--- config.mk ---
export PLATFORM = sky130hd
export DESIGN_NAME = tcw_ctrl
export DESIGN_NICKNAME = d
export VERILOG_FILES = /design/src/design/tcw_pkg.sv /design/src/design/tcw_ctrl.sv
export SDC_FILE = /design/constraint.sdc
export NUM_CORES = 1
export LEC_CHECK = 0
export ABC_AREA = 1
export BUFFER_PORTS_ARGS = -buffer_cell sky130_fd_sc_hd__buf_2
export CAP_MARGIN = 20
export CORE_AREA = 2 2 39 41
export DETAILED_ROUTE_END_ITERATION = 7
export DIE_AREA = 0 0 41 43
export GPL_ROUTABILITY_DRIVEN = 0
export SYNTH_ARGS = -nofsm -noshare
export SYNTH_HDL_FRONTEND = slang
export SYNTH_SLANG_ARGS = --single-unit
--- constraint.sdc ---
create_clock -name clk_i -period 3.4 [get_ports clk_i]
set_clock_uncertainty 0.2 [all_clocks]
set_input_delay 0.68 -clock clk_i [delete_from_list [all_inputs] [get_ports clk_i]]
set_output_delay 0.68 -clock clk_i [all_outputs]
set_load 0.005 [all_outputs]
--- src/design/tcw_pkg.sv ---
// ----------------------------------------------------------------------------
// tcw_pkg
// Shared types and constants for the text console writer: screen geometry,
// operation codes, controller states and the controller/datapath interface.
// ----------------------------------------------------------------------------
package tcw_pkg;

  // screen geometry
  localparam int COLUMNS = 80;
  localparam int ROWS    = 25;
  localparam int CELLS   = COLUMNS * ROWS;

  // field and address widths
  localparam int ADDR_W = 11;
  localparam int COL_W  = 7;
  localparam int ROW_W  = 5;
  localparam int OP_W   = 3;
  localparam int CELL_W = 16;

  localparam logic [CELL_W-1:0] BLANK_CELL = 16'h0720;

  // operation codes, the remaining codes are no-ops
  typedef enum logic [OP_W-1:0] {
    OP_PUT     = 3'd0,
    OP_NEWLINE = 3'd1,
    OP_REPOS   = 3'd2,
    OP_FILL    = 3'd3,
    OP_READ    = 3'd4
  } op_e;

  // controller states
  typedef enum logic [2:0] {
    ST_CLEAR,
    ST_IDLE,
    ST_EXEC,
    ST_WALK,
    ST_RESP
  } state_e;

  // controller to datapath
  typedef struct packed {
    logic load_item;
    logic exec;
    logic load_out;
  } tcw_cmd_t;

  // datapath to controller
  typedef struct packed {
    logic need_walk;
    logic walk_done;
    logic op_put;
    logic slot_free;
  } tcw_sts_t;

endpackage

--- src/design/tcw_ctrl.sv ---
// ----------------------------------------------------------------------------
// tcw_ctrl
// Controller: sequences the post-reset clearing pass, executes one word,
// waits for store walks (scroll, fill) and hands the result to the output.
// ----------------------------------------------------------------------------
module tcw_ctrl
  import tcw_pkg::*;
(
  input  logic     clk_i,
  input  logic     rst_ni,
  input  logic     in_valid_i,
  output logic     in_stall_o,
  input  tcw_sts_t sts_i,
  output tcw_cmd_t cmd_o
);

  state_e state_q, state_d;

  // state register
  always_ff @(posedge clk_i or negedge rst_ni) begin
    if (!rst_ni) begin
      state_q <= ST_CLEAR;
    end else begin
      state_q <= state_d;
    end
  end

  // next state and commands
  always_comb begin
    state_d    = state_q;
    cmd_o      = '0;
    in_stall_o = 1'b1;
    case (state_q)
      ST_CLEAR: begin
        if (sts_i.walk_done) begin
          state_d = ST_IDLE;
        end
      end
      ST_IDLE: begin
        in_stall_o = 1'b0;
        if (in_valid_i) begin
          cmd_o.load_item = 1'b1;
          state_d         = ST_EXEC;
        end
      end
      ST_EXEC: begin
        cmd_o.exec = 1'b1;
        state_d    = sts_i.need_walk ? ST_WALK : ST_RESP;
      end
      ST_WALK: begin
        if (sts_i.walk_done) begin
          // a put resumes with its write once the scroll is done
          state_d = sts_i.op_put ? ST_EXEC : ST_RESP;
        end
      end
      ST_RESP: begin
        if (sts_i.slot_free) begin
          cmd_o.load_out = 1'b1;
          in_stall_o     = 1'b0;
          if (in_valid_i) begin
            cmd_o.load_item = 1'b1;
            state_d         = ST_EXEC;
          end else begin
            state_d = ST_IDLE;
          end
        end
      end
      default: begin
        state_d = ST_IDLE;
      end
    endcase
  end

endmodule

---- Word level (Yosys, flattened, before mapping) ----
Cells that the tools add are included.
cells by class
  equality and inequality tests ........... 8
  mux-type cells .......................... 16
  reductions and logical operators ........ 2
operators by type and width
  cell                                           count
  two-way mux 3 bit                              6
  one-hot mux 3 bit (5 select lines)             1
  != test 2 bit, second input constant           4
  == test 3 x 2 -> 1 bit, second input constant  2
  two-way mux 1 bit                              6
  one-hot mux 1 bit (2 select lines)             2
  AND reduction 4 bit                            1
  == test 3 x 1 -> 1 bit, second input constant  1
  == test 3 bit, second input constant           1
  zero test 3 bit                                1
  two-way mux 2 bit                              1
word-level totals
  bits in registers ....................... 3
  output and inout port bits .............. 4
  input port bits ......................... 7
  word-level logic and storage cells ...... 27

---- Logic depth before layout (Yosys ltp) ----
  depth in word-level cells ............... 3
  mapped depth ............................ 9
  gate-level depth less buffers ........... 8

---- Worst setup path before layout ----
Ideal clock, no wire load.
  path type ............................... in2out
  start ................................... in sts_i[0] (netlist name)
  end ..................................... out cmd_o[2] (netlist name)
  required time ........................... 2.520 ns
  stages on the path ...................... 4
  setup slack ............................. 1.502 ns
  data arrival time ....................... 1.018 ns
  path buffers ............................ 0
  path through ............................ inv_1 nor2_2 nor2_1 nor2_1
RTL lines
  what                RTL line        source
  start: declaration  tcw_ctrl.sv:13  input tcw_sts_t sts_i,
  end: declaration    tcw_ctrl.sv:14  output tcw_cmd_t cmd_o

==> impl_metrics.env <==
export IMPL_ys_types=12
export IMPL_routed_via_density=4.38
export IMPL_p_leak_nw=0.239
export IMPL_outcome="finished, final reports clean"
export IMPL_clkTransAtPathRegs_ps=40
export IMPL_tightest_slew_ps=258
export IMPL_worstSetupEndpointType="output port"
export IMPL_maxCapViolations=0
export IMPL_yosys_warnings=0
export IMPL_cts_sinks=3
export IMPL_largest_reg_flops=3
export IMPL_dp_cells=78
export IMPL_hpwl_um=565
export IMPL_numCtsBuffers=3
export IMPL_setup_viol=0
export IMPL_setup_tns_ps=0
export IMPL_start_kind="flip-flop"
export IMPL_antenna_found_initial=0
export IMPL_nFillCells=162
export IMPL_core_area_um2=1380
export IMPL_relSlewSlack_pct=82.8
export IMPL_slew_viol_final=0
export IMPL_num_vias=359
export IMPL_rows=14
export IMPL_insertion_delay_ps=230
export IMPL_finalNonFillerCells=82
export IMPL_die_h_um=43
export IMPL_drtIter0Drc=9
export IMPL_wire_per_inst_um=8.04
export IMPL_hold_buffers=0
export IMPL_grt_pass1_vias=314
export IMPL_fin_util_pct=27.8
export IMPL_netlist_area_leader_share_pct=25.0
export IMPL_fin_total_pwr_mw=0.347
export IMPL_dieArea_um2=1760
export IMPL_initial_utilization_pct=21.7
export IMPL_worstHoldPathType="in -> async"
export IMPL_worstPathRequired_ps=2520
export IMPL_post_cts_resized=0
export IMPL_startpoint="state_q[1]"
export IMPL_cp_max_fo=8
export IMPL_synth_area_leaders="dfrtp_1, nand2_1, nand3_1"
export IMPL_synth_area_per_cell_um2=5.67
export IMPL_rr_startpoint="state_q[1]"
export IMPL_wirelength_um=659
export IMPL_antenna_cells=0
export IMPL_cts_tree="done"
export IMPL_dr_pass1_iters=4
export IMPL_period_minus_slack_ps=2220
export IMPL_post_cts_repair_setup_buffers=0
export IMPL_portBuffers=10
export IMPL_ys_seq_elements=3
export IMPL_reg_top3="state_q (3)"
export IMPL_fmax_mhz=450
export IMPL_worst_slack_ps=1180
export IMPL_nNetsFinal=74
export IMPL_grt_max_degree=9
export IMPL_yosysTopAreaCell="dfrtp_1"
export IMPL_ant_nets=0
export IMPL_critPathKind="reg -> out"
export IMPL_ir_drop_mv=0.252
export IMPL_hold_viol=0
export IMPL_final_period_utilization_pct=65.3
export IMPL_ioPinCount=11
export IMPL_clock_root_buffer="clkbuf_4"
export IMPL_whs_ps=37.3
export IMPL_cts_htree_levels=1
export IMPL_syn2layout_area_growth_pct=28.3
export IMPL_design_area_um2=385
export IMPL_place_area_um2=359
export IMPL_post_route_drc_count=0
export IMPL_grt_pass1_wl_um=1130
export IMPL_netlist_area_um2=300
export IMPL_regMostFlops="state_q"
export IMPL_critical_path_arrival_ps=1340
export IMPL_dp_slack_ps=1350
export IMPL_syn_inst=53
export IMPL_synth_nets=60
export IMPL_rsz0062_at_grt="no"
export IMPL_die_x_um=41
export IMPL_pwr_density_cell_nw_per_um2=901
export IMPL_drive_above_1_share_pct=33.3
export IMPL_grtUsageTotal_pct=9.76
export IMPL_gr_total_overflow=0
export IMPL_yosysSeqAreaShare_pct=25.0
export IMPL_clock_path_buffers=2
==> critical path, cell delays in order (launching register included) <==
cell	delay [ps]
dfrtp_1	460
nor2_2	200
nand2_1	110
nor2_2	100
nor2_1	60
nor2_1	70
buf_2	110
==> layout by cell type, fill, tap and decap left out <==
master,n
nand2_1,16
nand3_1,10
buf_2,10
inv_1,6
nor2_1,6
inv_2,4
nor2_2,3
clkbuf_4,3
dfrtp_1,3
o22ai_1,1
nand2_2,1
nand4_1,1
or2_2,1
clkbuf_1,1
==> metal layers <==
layer	GRT usage [%]	vias up	share of wire, %
li1	-	191	-
met1	10.4	163	45
met2	14.7	5	53
met3	4.71	0	2.1
met4	6.00	0	0
met5	0	-	0
==> Yosys cell counts <==
cell     instances
inv_2            4
nand4_1          1
dfrtp_1          3
nand2_2          1
nand2_1         16
buf_6            1
o22ai_1          1
or2_2            1
nand3_1         10
inv_1            6
nor2_2           3
nor2_1           6
==> final timing paths <==
path / slack, ps / to / cells past startpoint
min in group clk_i: 440 / state_q[0] / 2
hold / removal: 40 / state_q[1] / 1
setup reg to reg: 2000 / state_q[2] / 6
setup / recovery: 1180 / cmd_o[2] / 6
hold reg to reg: 440 / state_q[0] / 2
max in group asynchronous: 2850 / state_q[0] / 1
==> power breakdown <==
| part | total, mW | internal, mW | switching (mW) |
|---|---|---|---|
| Clock | 0.0622 | 0.0440 | 0.0182 |
| Sequential | 0.0875 | 0.0541 | 0.0334 |
| Combinational | 0.197 | 0.0793 | 0.118 |
| Total | 0.347 | 0.177 | 0.170 |
==> cells by family (layout without fill, tap and decap cells) <==
group	count (synthesis)	in the layout	synth area share [%]
buf+inv	11	24	16.2
compound gates	1	1	2.08
flops	3	3	25.0
simple gates	38	38	56.7
==> cell type report <==
type,instances,area (um^2),area share (%)
clock buffer,4,26.3,6.82
timing repair buffer,10,50.0,13.0
tap,16,20.0,5.19
sequential,3,75.1,19.5
inverter,10,37.5,9.74
multi-input combinational,39,176,45.8
Power figures use the tool's default switching activity.
